### src/rtl/core/assert_macros.svh
// ----------------------------------------------------------------------------
// Assertion macros
// Shared concurrent assertion wrappers with clock and reset built in.
// ----------------------------------------------------------------------------
`ifndef ASSERT_MACROS_SVH
`define ASSERT_MACROS_SVH

// Property holds at every clock edge outside reset.
`define FDTW_ASSERT(name, clk, rst_n, prop, msg) \
  name: assert property (@(posedge clk) disable iff (!rst_n) (prop)) \
    else $error(msg);

// Consequent holds in the cycle after the antecedent.
`define FDTW_ASSERT_NEXT(name, clk, rst_n, ante, cons, msg) \
  name: assert property (@(posedge clk) disable iff (!rst_n) (ante) |=> (cons)) \
    else $error(msg);

`endif

### src/rtl/core/fdtw_pkg.sv
// ----------------------------------------------------------------------------
// FDT token walker package
// Token codes, event codes, depth ceiling and the result item type.
// ----------------------------------------------------------------------------
package fdtw_pkg;

  localparam int DEPTH_LIMIT = 255;
  localparam logic [7:0] DEPTH_CEIL = 8'((DEPTH_LIMIT < 255) ? DEPTH_LIMIT : 255);

  // structure block tokens
  localparam logic [31:0] TOK_BEGIN_NODE = 32'h1;
  localparam logic [31:0] TOK_END_NODE   = 32'h2;
  localparam logic [31:0] TOK_PROP       = 32'h3;
  localparam logic [31:0] TOK_NOP        = 32'h4;
  localparam logic [31:0] TOK_BEGIN_ALT  = 32'h6;
  localparam logic [31:0] TOK_END        = 32'h9;

  // result event codes
  localparam logic [3:0] EV_NOP     = 4'd0;
  localparam logic [3:0] EV_BEGIN   = 4'd1;
  localparam logic [3:0] EV_NAME    = 4'd2;
  localparam logic [3:0] EV_ENDNODE = 4'd3;
  localparam logic [3:0] EV_PROP    = 4'd4;
  localparam logic [3:0] EV_PAYLOAD = 4'd5;
  localparam logic [3:0] EV_END     = 4'd6;
  localparam logic [3:0] EV_ERROR   = 4'd7;
  localparam logic [3:0] EV_AFTER   = 4'd8;

  typedef struct packed {
    logic [3:0]  event_res;
    logic [7:0]  depth;
    logic [31:0] prop_bytes;
    logic [31:0] string_offset;
    logic [31:0] word_out;
    logic        name_last;
  } fdtw_result_t;

endpackage

### src/rtl/core/fdtw_if.sv
// ----------------------------------------------------------------------------
// FDT token walker channels
// Valid/ready channels for structure words in and walker results out.
// ----------------------------------------------------------------------------
interface fdtw_in_if;
  logic        valid;
  logic        ready;
  logic [31:0] token_word;

  modport source (output valid, output token_word, input ready);
  modport sink (input valid, input token_word, output ready);
endinterface

interface fdtw_out_if;
  logic        valid;
  logic        ready;
  logic [3:0]  event_res;
  logic [7:0]  depth;
  logic [31:0] prop_bytes;
  logic [31:0] string_offset;
  logic [31:0] word_out;
  logic        name_last;

  modport source (output valid, output event_res, output depth, output prop_bytes,
                  output string_offset, output word_out, output name_last, input ready);
  modport sink (input valid, input event_res, input depth, input prop_bytes,
                input string_offset, input word_out, input name_last, output ready);
endinterface

### src/rtl/core/fdt_structure_token_walker.sv
// ----------------------------------------------------------------------------
// FDT structure token walker
// Parses the device tree structure block one 32-bit word per item.
// ----------------------------------------------------------------------------
// Each accepted structure word yields exactly one result item, and a new word
// is taken every cycle with ready high: the walker state updates in the same
// cycle the word is accepted and the result lands in a single output register.
// Input ready falls only while that register holds an item the sink has not
// taken. Words are big-endian as stored in memory; node names pass through up
// to the word holding a zero byte, property payloads pass through rounded up
// to whole words, an unknown token locks the error event until reset, and
// every word after the end token reports the after-end event.
module fdt_structure_token_walker import fdtw_pkg::*; (
  input  logic       clk_i,
  input  logic       rst_ni,
  fdtw_in_if.sink    token_i,
  fdtw_out_if.source result_o
);

  logic         step;
  logic         out_free;
  fdtw_result_t res;

  assign token_i.ready = out_free;
  assign step = token_i.valid && out_free;

  fdtw_walker u_walker (
    .clk_i  (clk_i),
    .rst_ni (rst_ni),
    .step_i (step),
    .word_i (token_i.token_word),
    .res_o  (res)
  );

  fdtw_out_stage u_out_stage (
    .clk_i    (clk_i),
    .rst_ni   (rst_ni),
    .load_i   (step),
    .res_i    (res),
    .free_o   (out_free),
    .result_o (result_o)
  );

endmodule

### src/rtl/core/fdtw_walker.sv
// ----------------------------------------------------------------------------
// FDT token walker state
// Classifies one structure word per step and advances the parse state.
// ----------------------------------------------------------------------------
`include "assert_macros.svh"

module fdtw_walker import fdtw_pkg::*; (
  input  logic         clk_i,
  input  logic         rst_ni,
  input  logic         step_i,
  input  logic [31:0]  word_i,
  output fdtw_result_t res_o
);

  typedef enum logic [2:0] {
    PH_TOKEN,
    PH_NAME,
    PH_LEN,
    PH_OFF,
    PH_PAYLOAD,
    PH_DONE,
    PH_ERROR
  } phase_e;

  phase_e      phase_q, phase_d;
  logic [7:0]  depth_q, depth_d;
  logic [29:0] payload_left_q, payload_left_d;
  logic [31:0] held_length_q, held_length_d;
  logic [31:0] len_minus_one;
  logic        zero_byte;

  assign zero_byte = (word_i[31:24] == 8'd0) || (word_i[23:16] == 8'd0) ||
                     (word_i[15:8] == 8'd0) || (word_i[7:0] == 8'd0);
  assign len_minus_one = held_length_q - 32'd1;

  always_comb begin
    phase_d        = phase_q;
    depth_d        = depth_q;
    payload_left_d = payload_left_q;
    held_length_d  = held_length_q;
    res_o          = '0;
    res_o.event_res = EV_ERROR;

    case (phase_q)
      PH_TOKEN: begin
        case (word_i)
          TOK_NOP: res_o.event_res = EV_NOP;
          TOK_BEGIN_NODE, TOK_BEGIN_ALT: begin
            res_o.event_res = EV_BEGIN;
            if (depth_q < DEPTH_CEIL) depth_d = depth_q + 8'd1;
            phase_d = PH_NAME;
          end
          TOK_END_NODE: begin
            res_o.event_res = EV_ENDNODE;
            if (depth_q != 8'd0) depth_d = depth_q - 8'd1;
          end
          TOK_PROP: begin
            res_o.event_res = EV_PROP;
            phase_d = PH_LEN;
          end
          TOK_END: begin
            res_o.event_res = EV_END;
            phase_d = PH_DONE;
          end
          default: begin
            res_o.event_res = EV_ERROR;
            phase_d = PH_ERROR;
          end
        endcase
      end
      PH_NAME: begin
        res_o.event_res = EV_NAME;
        res_o.word_out  = word_i;
        if (zero_byte) begin
          res_o.name_last = 1'b1;
          phase_d = PH_TOKEN;
        end
      end
      PH_LEN: begin
        res_o.event_res  = EV_PROP;
        res_o.prop_bytes = word_i;
        held_length_d    = word_i;
        phase_d          = PH_OFF;
      end
      PH_OFF: begin
        res_o.event_res     = EV_PROP;
        res_o.prop_bytes    = held_length_q;
        res_o.string_offset = word_i;
        if (held_length_q == 32'd0) begin
          phase_d = PH_TOKEN;
        end else begin
          // words owed after the first payload word
          payload_left_d = len_minus_one[31:2];
          phase_d = PH_PAYLOAD;
        end
      end
      PH_PAYLOAD: begin
        res_o.event_res = EV_PAYLOAD;
        res_o.word_out  = word_i;
        if (payload_left_q == 30'd0) phase_d = PH_TOKEN;
        else payload_left_d = payload_left_q - 30'd1;
      end
      PH_DONE: res_o.event_res = EV_AFTER;
      default: begin
        res_o.event_res = EV_ERROR;
        phase_d = PH_ERROR;
      end
    endcase

    res_o.depth = depth_d;
  end

  always_ff @(posedge clk_i or negedge rst_ni) begin
    if (!rst_ni) begin
      phase_q        <= PH_TOKEN;
      depth_q        <= 8'd0;
      payload_left_q <= 30'd0;
      held_length_q  <= 32'd0;
    end else if (step_i) begin
      phase_q        <= phase_d;
      depth_q        <= depth_d;
      payload_left_q <= payload_left_d;
      held_length_q  <= held_length_d;
    end
  end

  `FDTW_ASSERT(depth_ceil_a, clk_i, rst_ni, depth_q <= DEPTH_CEIL, "depth above ceiling")
  `FDTW_ASSERT(payload_len_a, clk_i, rst_ni,
               (phase_q != PH_PAYLOAD) || (held_length_q != 32'd0),
               "payload phase with zero length")
  `FDTW_ASSERT_NEXT(error_sticky_a, clk_i, rst_ni, phase_q == PH_ERROR,
                    phase_q == PH_ERROR, "left error state")
  `FDTW_ASSERT_NEXT(done_sticky_a, clk_i, rst_ni, phase_q == PH_DONE,
                    phase_q == PH_DONE, "left done state")

endmodule

### src/rtl/core/fdtw_out_stage.sv
// ----------------------------------------------------------------------------
// FDT token walker result register
// Holds one result item until the sink takes it.
// ----------------------------------------------------------------------------
module fdtw_out_stage import fdtw_pkg::*; (
  input  logic         clk_i,
  input  logic         rst_ni,
  input  logic         load_i,
  input  fdtw_result_t res_i,
  output logic         free_o,
  fdtw_out_if.source   result_o
);

  logic         valid_q;
  fdtw_result_t res_q;

  // take a new item when empty or when the held one leaves this cycle
  assign free_o = !valid_q || result_o.ready;

  always_ff @(posedge clk_i or negedge rst_ni) begin
    if (!rst_ni) begin
      valid_q <= 1'b0;
    end else if (free_o) begin
      valid_q <= load_i;
    end
  end

  always_ff @(posedge clk_i) begin
    if (free_o && load_i) res_q <= res_i;
  end

  assign result_o.valid         = valid_q;
  assign result_o.event_res     = res_q.event_res;
  assign result_o.depth         = res_q.depth;
  assign result_o.prop_bytes    = res_q.prop_bytes;
  assign result_o.string_offset = res_q.string_offset;
  assign result_o.word_out      = res_q.word_out;
  assign result_o.name_last     = res_q.name_last;

endmodule

### src/flat_wrapper.sv
// flat-port wrapper written by rule: the top's interface ports become plain ports
module fdt_structure_token_walker_flat import fdtw_pkg::*;
  (clk_i, rst_ni, token_i_valid, token_i_token_word, token_i_ready, result_o_valid, result_o_event_res, result_o_depth, result_o_prop_bytes, result_o_string_offset, result_o_word_out, result_o_name_last, result_o_ready);
  fdtw_in_if token_i_i ();
  fdtw_out_if result_o_i ();
  input  logic clk_i;
  input  logic rst_ni;
  input wire logic [$bits(token_i_i.valid)-1:0] token_i_valid;
  input wire logic [$bits(token_i_i.token_word)-1:0] token_i_token_word;
  output wire logic [$bits(token_i_i.ready)-1:0] token_i_ready;
  output wire logic [$bits(result_o_i.valid)-1:0] result_o_valid;
  output wire logic [$bits(result_o_i.event_res)-1:0] result_o_event_res;
  output wire logic [$bits(result_o_i.depth)-1:0] result_o_depth;
  output wire logic [$bits(result_o_i.prop_bytes)-1:0] result_o_prop_bytes;
  output wire logic [$bits(result_o_i.string_offset)-1:0] result_o_string_offset;
  output wire logic [$bits(result_o_i.word_out)-1:0] result_o_word_out;
  output wire logic [$bits(result_o_i.name_last)-1:0] result_o_name_last;
  input wire logic [$bits(result_o_i.ready)-1:0] result_o_ready;
  assign token_i_i.valid = token_i_valid;
  assign token_i_i.token_word = token_i_token_word;
  assign token_i_ready = token_i_i.ready;
  assign result_o_valid = result_o_i.valid;
  assign result_o_event_res = result_o_i.event_res;
  assign result_o_depth = result_o_i.depth;
  assign result_o_prop_bytes = result_o_i.prop_bytes;
  assign result_o_string_offset = result_o_i.string_offset;
  assign result_o_word_out = result_o_i.word_out;
  assign result_o_name_last = result_o_i.name_last;
  assign result_o_i.ready = result_o_ready;
  fdt_structure_token_walker u_core (.clk_i(clk_i), .rst_ni(rst_ni), .token_i(token_i_i), .result_o(result_o_i));
endmodule
### config.mk
export PLATFORM = sky130hd
export DESIGN_NAME = fdt_structure_token_walker_flat
export DESIGN_NICKNAME = d
export VERILOG_FILES = /design/src/rtl/core/fdtw_pkg.sv /design/src/rtl/core/fdtw_if.sv /design/src/rtl/core/fdt_structure_token_walker.sv /design/src/rtl/core/fdtw_walker.sv /design/src/rtl/core/fdtw_out_stage.sv /design/src/flat_wrapper.sv
export VERILOG_INCLUDE_DIRS = /design/src /design/src/rtl/core
export SDC_FILE = /design/constraint.sdc
export NUM_CORES = 1
export LEC_CHECK = 0
export CORE_MARGIN = 3
export CORE_UTILIZATION = 50
export DETAILED_ROUTE_END_ITERATION = 16
export DONT_BUFFER_PORTS = 1
export PLACE_DENSITY = 0.63
export SYNTH_ARGS = -nofsm -noshare
export SYNTH_HDL_FRONTEND = slang
export SYNTH_SLANG_ARGS = --single-unit
### constraint.sdc
create_clock -name clk_i -period 8.55 [get_ports clk_i]
set_clock_uncertainty 0.1 [all_clocks]
set_input_delay 0.4275 -clock clk_i [delete_from_list [all_inputs] [get_ports clk_i]]
set_output_delay 0.4275 -clock clk_i [all_outputs]
set_load 0.05 [all_outputs]
==> impl_table.tex <==
\begin{tabular}{lr}
\hline
Metric & Value \\
\hline
\multicolumn{2}{l}{\textbf{Routing}} \\
\quad Residual DRC count & 0 \\
\quad Pre-antenna DRT Iters & 5 \\
\quad Antenna Violating Nets Remaining & 0 \\
\quad Vias & 6635 \\
\quad DR vias/cell & 6.56 \\
\quad DR WL/cell & between 20 and 25 um \\
\quad Overall routed net length & 22400 um \\
\quad Number of DRC markers after the initial detailed-route iteration & 745 \\
\multicolumn{2}{l}{\textbf{Place}} \\
\quad DP Cell Count & 976 \\
\quad Instance area after placement & 9250 um\^{}2 \\
\quad Global placer's final weighted congestion & 0.906 \\
\quad Total half-perimeter wirelength after legalization and detailed placement & $\sim$15000 um \\
\quad Buffers on Ports & 0 \\
\multicolumn{2}{l}{\textbf{STA}} \\
\quad Final Critical Period & 4.27 ns \\
\quad Final hold violations & 0 \\
\quad Worst slew pin tran & around 1.1 ns \\
\quad Timing-limited maximum frequency & 234 MHz \\
\quad Count of final max-slew check failures & 0 \\
\quad Setup repair after global routing missed its margin & no \\
\quad Final setup violating endpoints & 0 \\
\quad Slew HR & 0.291 \\
\quad Setup total negative slack & 0 ns \\
\quad Tcrit/Tclk final & 0.500 \\
\multicolumn{2}{l}{\textbf{Synth}} \\
\quad Count of flip-flops with a built-in enable after synthesis & about 110 \\
\quad Cell count after synthesis & 795 \\
\quad Yosys synthesis warning count & 0 \\
\quad Proportion of synthesized chip area in sequential cells & 0.562 \\
\quad \#FFs+latches synth & 183 \\
\quad Post-synth net total & between 800 and 900 \\
\quad Dominant cells by area after synthesis & sky130\_fd\_sc\_hd\_\_edfxtp\_1 (36\%), sky130\_fd\_sc\_hd\_\_dfrtp\_1 (20\%), sky130\_fd\_sc\_hd\_\_and2\_1 (4.5\%) \\
\quad Cell taking the most area after synthesis & sky130\_fd\_sc\_hd\_\_edfxtp\_1 \\
\quad Count of distinct cell types in the synthesized netlist & 67 \\
\quad Average size of a mapped cell & 11.5 um\^{}2 \\
\quad Most used standard cells in the synthesized netlist & sky130\_fd\_sc\_hd\_\_edfxtp\_1 (109), sky130\_fd\_sc\_hd\_\_dfrtp\_1 (74), sky130\_fd\_sc\_hd\_\_and2\_1 (65), sky130\_fd\_sc\_hd\_\_a22o\_1 (45), sky130\_fd\_sc\_hd\_\_o21ai\_0 (43) \\
\quad Most frequently used flop master after synthesis & sky130\_fd\_sc\_hd\_\_edfxtp\_1 \\
\quad Synth async-reset ratio & 0.404 \\
\quad Proportion of netlist area held by the largest area contributor & 0.359 \\
\quad Synth Cell Area & 9120 um\^{}2 \\
\quad Most frequent cell after synthesis & sky130\_fd\_sc\_hd\_\_edfxtp\_1 \\
\multicolumn{2}{l}{\textbf{Layout}} \\
\quad Area grow syn2layout & 8.37\% \\
\quad Layout cell share with drive strength beyond 1 & 0.108 \\
\quad Antenna Diode Count & 0 \\
\quad Final layout net count & between 800 and 900 \\
\quad Final instance count without filler cells & 1011 \\
\quad Number of filler instances in the final layout & 1452 \\
\quad Final standard cell area without fillers & 9880 um\^{}2 \\
\multicolumn{2}{l}{\textbf{Worst setup path}} \\
\quad Capturing element type of the critical path & register \\
\quad Required arrival time at the worst endpoint & 8.77 ns \\
\quad Critical Setup Path Class & register to register \\
\quad Sequence of cells on the critical path & nand2b\_1, nand2\_1, inv\_4, buf\_4, o21ai\_4, a211o\_1 \\
\quad Crit Path Max Fanout & 69 \\
\quad Kind of start point of the critical path & register \\
\quad Critical Path AT & between 4 and 5 ns \\
\quad Critical path's largest stage delay & 0.89 ns \\
\quad Critical-path top delay cell & sky130\_fd\_sc\_hd\_\_inv\_4 \\
\multicolumn{2}{l}{\textbf{Clock network}} \\
\quad Clk slew on worst S/H paths & 0.08 ns \\
\quad Total clock buffers created by CTS & 17 \\
\quad Clock insertion delay at the later pin of the skew report & 0.43 ns \\
\quad Sink Count & 183 \\
\quad Post-CTS resize count & 0 \\
\quad Maximum clock insertion buffer count & 2 \\
\quad Buffers inserted by post-CTS timing repair & 0 \\
\quad Clock tree from TritonCTS & built \\
\quad H-tree levels & 4 \\
\quad Master cell of the clock root buffer & sky130\_fd\_sc\_hd\_\_clkbuf\_16 \\
\multicolumn{2}{l}{\textbf{Job}} \\
\quad Number of max-cap violations & 0 \\
\multicolumn{2}{l}{\textbf{Global route}} \\
\quad Global-route met1 utilization & 0.327 \\
\quad Busiest grt layer & met2 \\
\quad Global routing usage on met3 & 0.0522 \\
\quad Number of global-route vias before repair & 6193 \\
\quad Antenna violations before repair & 0 \\
\quad Global-route usage over all layers & 0.225 \\
\quad Maximum number of pins on one net before global-route repair & 75 \\
\quad Total grt overflow & 0 \\
\quad Met2 global-route usage & 0.341 \\
\quad Wire length of the first global-routing pass & 35700 um \\
\multicolumn{2}{l}{\textbf{Power}} \\
\quad Part of the total power dissipated in sequential elements & 0.506 \\
\quad Clk network pwr share & 0.227 \\
\quad Cell-internal power & 2.01 mW \\
\quad Net Sw Frac & 0.408 \\
\quad Power spent charging and discharging nets & 1.38 mW \\
\quad Maximum vdd drop & around 0.16 mV \\
\quad Combinational cell fraction of total power & 0.267 \\
\quad Cell Pwr Density & around 340 nW/um\^{}2 \\
\quad Leakage Power & 3.57 nW \\
\multicolumn{2}{l}{\textbf{Floorplan}} \\
\quad Area of the core & 17600 um\^{}2 \\
\quad FP Rows & 48 \\
\quad DIE WIDTH & 141 um \\
\quad Die boundary height & between 100 and 150 um \\
\quad Initial Util & 0.518 \\
\quad Ports & 147 \\
\quad Full die area & 19900 um\^{}2 \\
\multicolumn{2}{l}{\textbf{Outcome}} \\
\quad Result of the run & finished, final reports clean \\
\multicolumn{2}{l}{\textbf{Worst hold path}} \\
\quad HP Class & input port to register \\
\hline
\end{tabular}
==> power by group through the flow <==
stage	Sequential (mW)	Clock, mW	Combinational (mW)
after floorplan	1.62	0	0.739
after global placement	1.72	0	0.860
after detailed placement	1.73	0	0.881
after CTS	1.71	0.778	0.898
after global routing	1.75	0.816	0.994
final	1.71	0.768	0.905
==> layer usage <==
| layer | up-vias | wire (um) |
|---|---|---|
| li1 | 3022 | - |
| met3 | 23 | 1670 |
| met4 | 0 | 297 |
| met5 | - | 0 |
| met2 | 306 | 10300 |
| met1 | 3284 | 10200 |
==> worst max-delay path, delay by kind of cell, from the launching register on <==
kind | cells | cell delay (ns)
DFF | 1 | 0.57
and+or+nand+nor | 2 | 1.16
AOI/OAI and AO/OA | 2 | 0.62
buffers and inverters | 2 | 1.68
==> area by class of cell <==
class                           instances  area [um^2]  share of cell area
Clock buffer                           18          429              0.0434
Inverter                               17         66.3             0.00671
Timing Repair Buffer                   11          108              0.0109
Clock inverter                         14          156              0.0158
Tap cell                              225          282              0.0285
Sequential cell                       183         5120               0.519
Multi-Input combinational cell        543         3710               0.376
==> stage by stage <==
stage	utilization	hold slack, ns	power [mW]	worst slack (ns)
global placement	0.526	0.0368	2.58	4.40
finish	0.562	0.0461	3.39	4.28
floorplan	-	0.0319	2.36	2.79
global route	0.562	0.0257	3.56	4.05
CTS	0.562	0.0309	3.39	4.27
detailed placement	0.526	0.0368	2.61	4.29
==> worst paths after layout <==
kind | from | to | slack (ns) | cells past startpoint
worst max-delay path | u_core.u_out_stage.result_o.valid | u_core.u_walker.payload_left_q[11] | 4.28 | 6
worst min-delay path | token_i_token_word[6] | u_core.u_walker.held_length_q[6] | 0.05 | 1
worst max register to register | u_core.u_out_stage.result_o.valid | u_core.u_walker.payload_left_q[11] | 4.28 | 6
worst min register to register | u_core.u_walker.payload_left_q[27] | u_core.u_walker.payload_left_q[27] | 0.40 | 1
max in group asynchronous | rst_ni | u_core.u_walker.held_length_q[17] | 7.56 | 2
min in group asynchronous | rst_ni | u_core.u_walker.payload_left_q[14] | 0.46 | 2
==> flip-flops by register name, summed over array words and instances (netlist names) <==
name	flops
u_core.u_out_stage.result_o.depth	8
u_core.u_out_stage.result_o.event_res	4
u_core.u_out_stage.result_o.name_last	1
u_core.u_out_stage.result_o.prop_bytes	32
u_core.u_out_stage.result_o.string_offset	32
u_core.u_out_stage.result_o.valid	1
u_core.u_out_stage.result_o.word_out	32
u_core.u_walker.depth_q	8
u_core.u_walker.held_length_q	32
u_core.u_walker.payload_left_q	30
u_core.u_walker.phase_q	3
==> kinds of logic (layout without fill, tap and decap cells) <==
logic type,after synthesis,after routing,synth area share
flip-flops,183,183,0.562
AND/OR/NAND/NOR,266,266,0.161
multiplexers,33,33,0.0406
XOR/XNOR,22,22,0.0211
adder cells (fa/ha/maj),5,5,0.00686
AO/OA/AOI/OAI,217,217,0.175
buffers and inverters,69,60,0.0327
==> cell usage in the layout, fill, tap and decap left out, types with 6 or more instances in the layout <==
cell,instances
sky130_fd_sc_hd__nor2_1,29
sky130_fd_sc_hd__xnor2_1,16
sky130_fd_sc_hd__o221ai_1,10
sky130_fd_sc_hd__or3_1,8
sky130_fd_sc_hd__o31a_1,7
sky130_fd_sc_hd__mux2_2,32
sky130_fd_sc_hd__nor3_1,24
sky130_fd_sc_hd__o21ai_0,43
sky130_fd_sc_hd__nor2b_1,7
sky130_fd_sc_hd__o2bb2ai_1,12
sky130_fd_sc_hd__xor2_1,6
sky130_fd_sc_hd__edfxtp_1,109
sky130_fd_sc_hd__a22o_1,45
sky130_fd_sc_hd__a21oi_1,35
sky130_fd_sc_hd__nand3_1,21
sky130_fd_sc_hd__nand2b_1,7
sky130_fd_sc_hd__and3_1,8
sky130_fd_sc_hd__dfrtp_1,74
sky130_fd_sc_hd__nor3b_1,6
sky130_fd_sc_hd__nand4_1,7
sky130_fd_sc_hd__or4_1,7
sky130_fd_sc_hd__nand2_1,39
sky130_fd_sc_hd__and2_1,65
sky130_fd_sc_hd__clkbuf_16,17
sky130_fd_sc_hd__buf_4,8
sky130_fd_sc_hd__inv_1,16
sky130_fd_sc_hd__nor4_1,26
==> repair_timing <==
item                                   CTS  global route
setup endpoints to repair                0             0
endpoints found under the hold margin   75             0
hold buffers                             3             0
No activity file was read; power rests on OpenSTA's default activity.
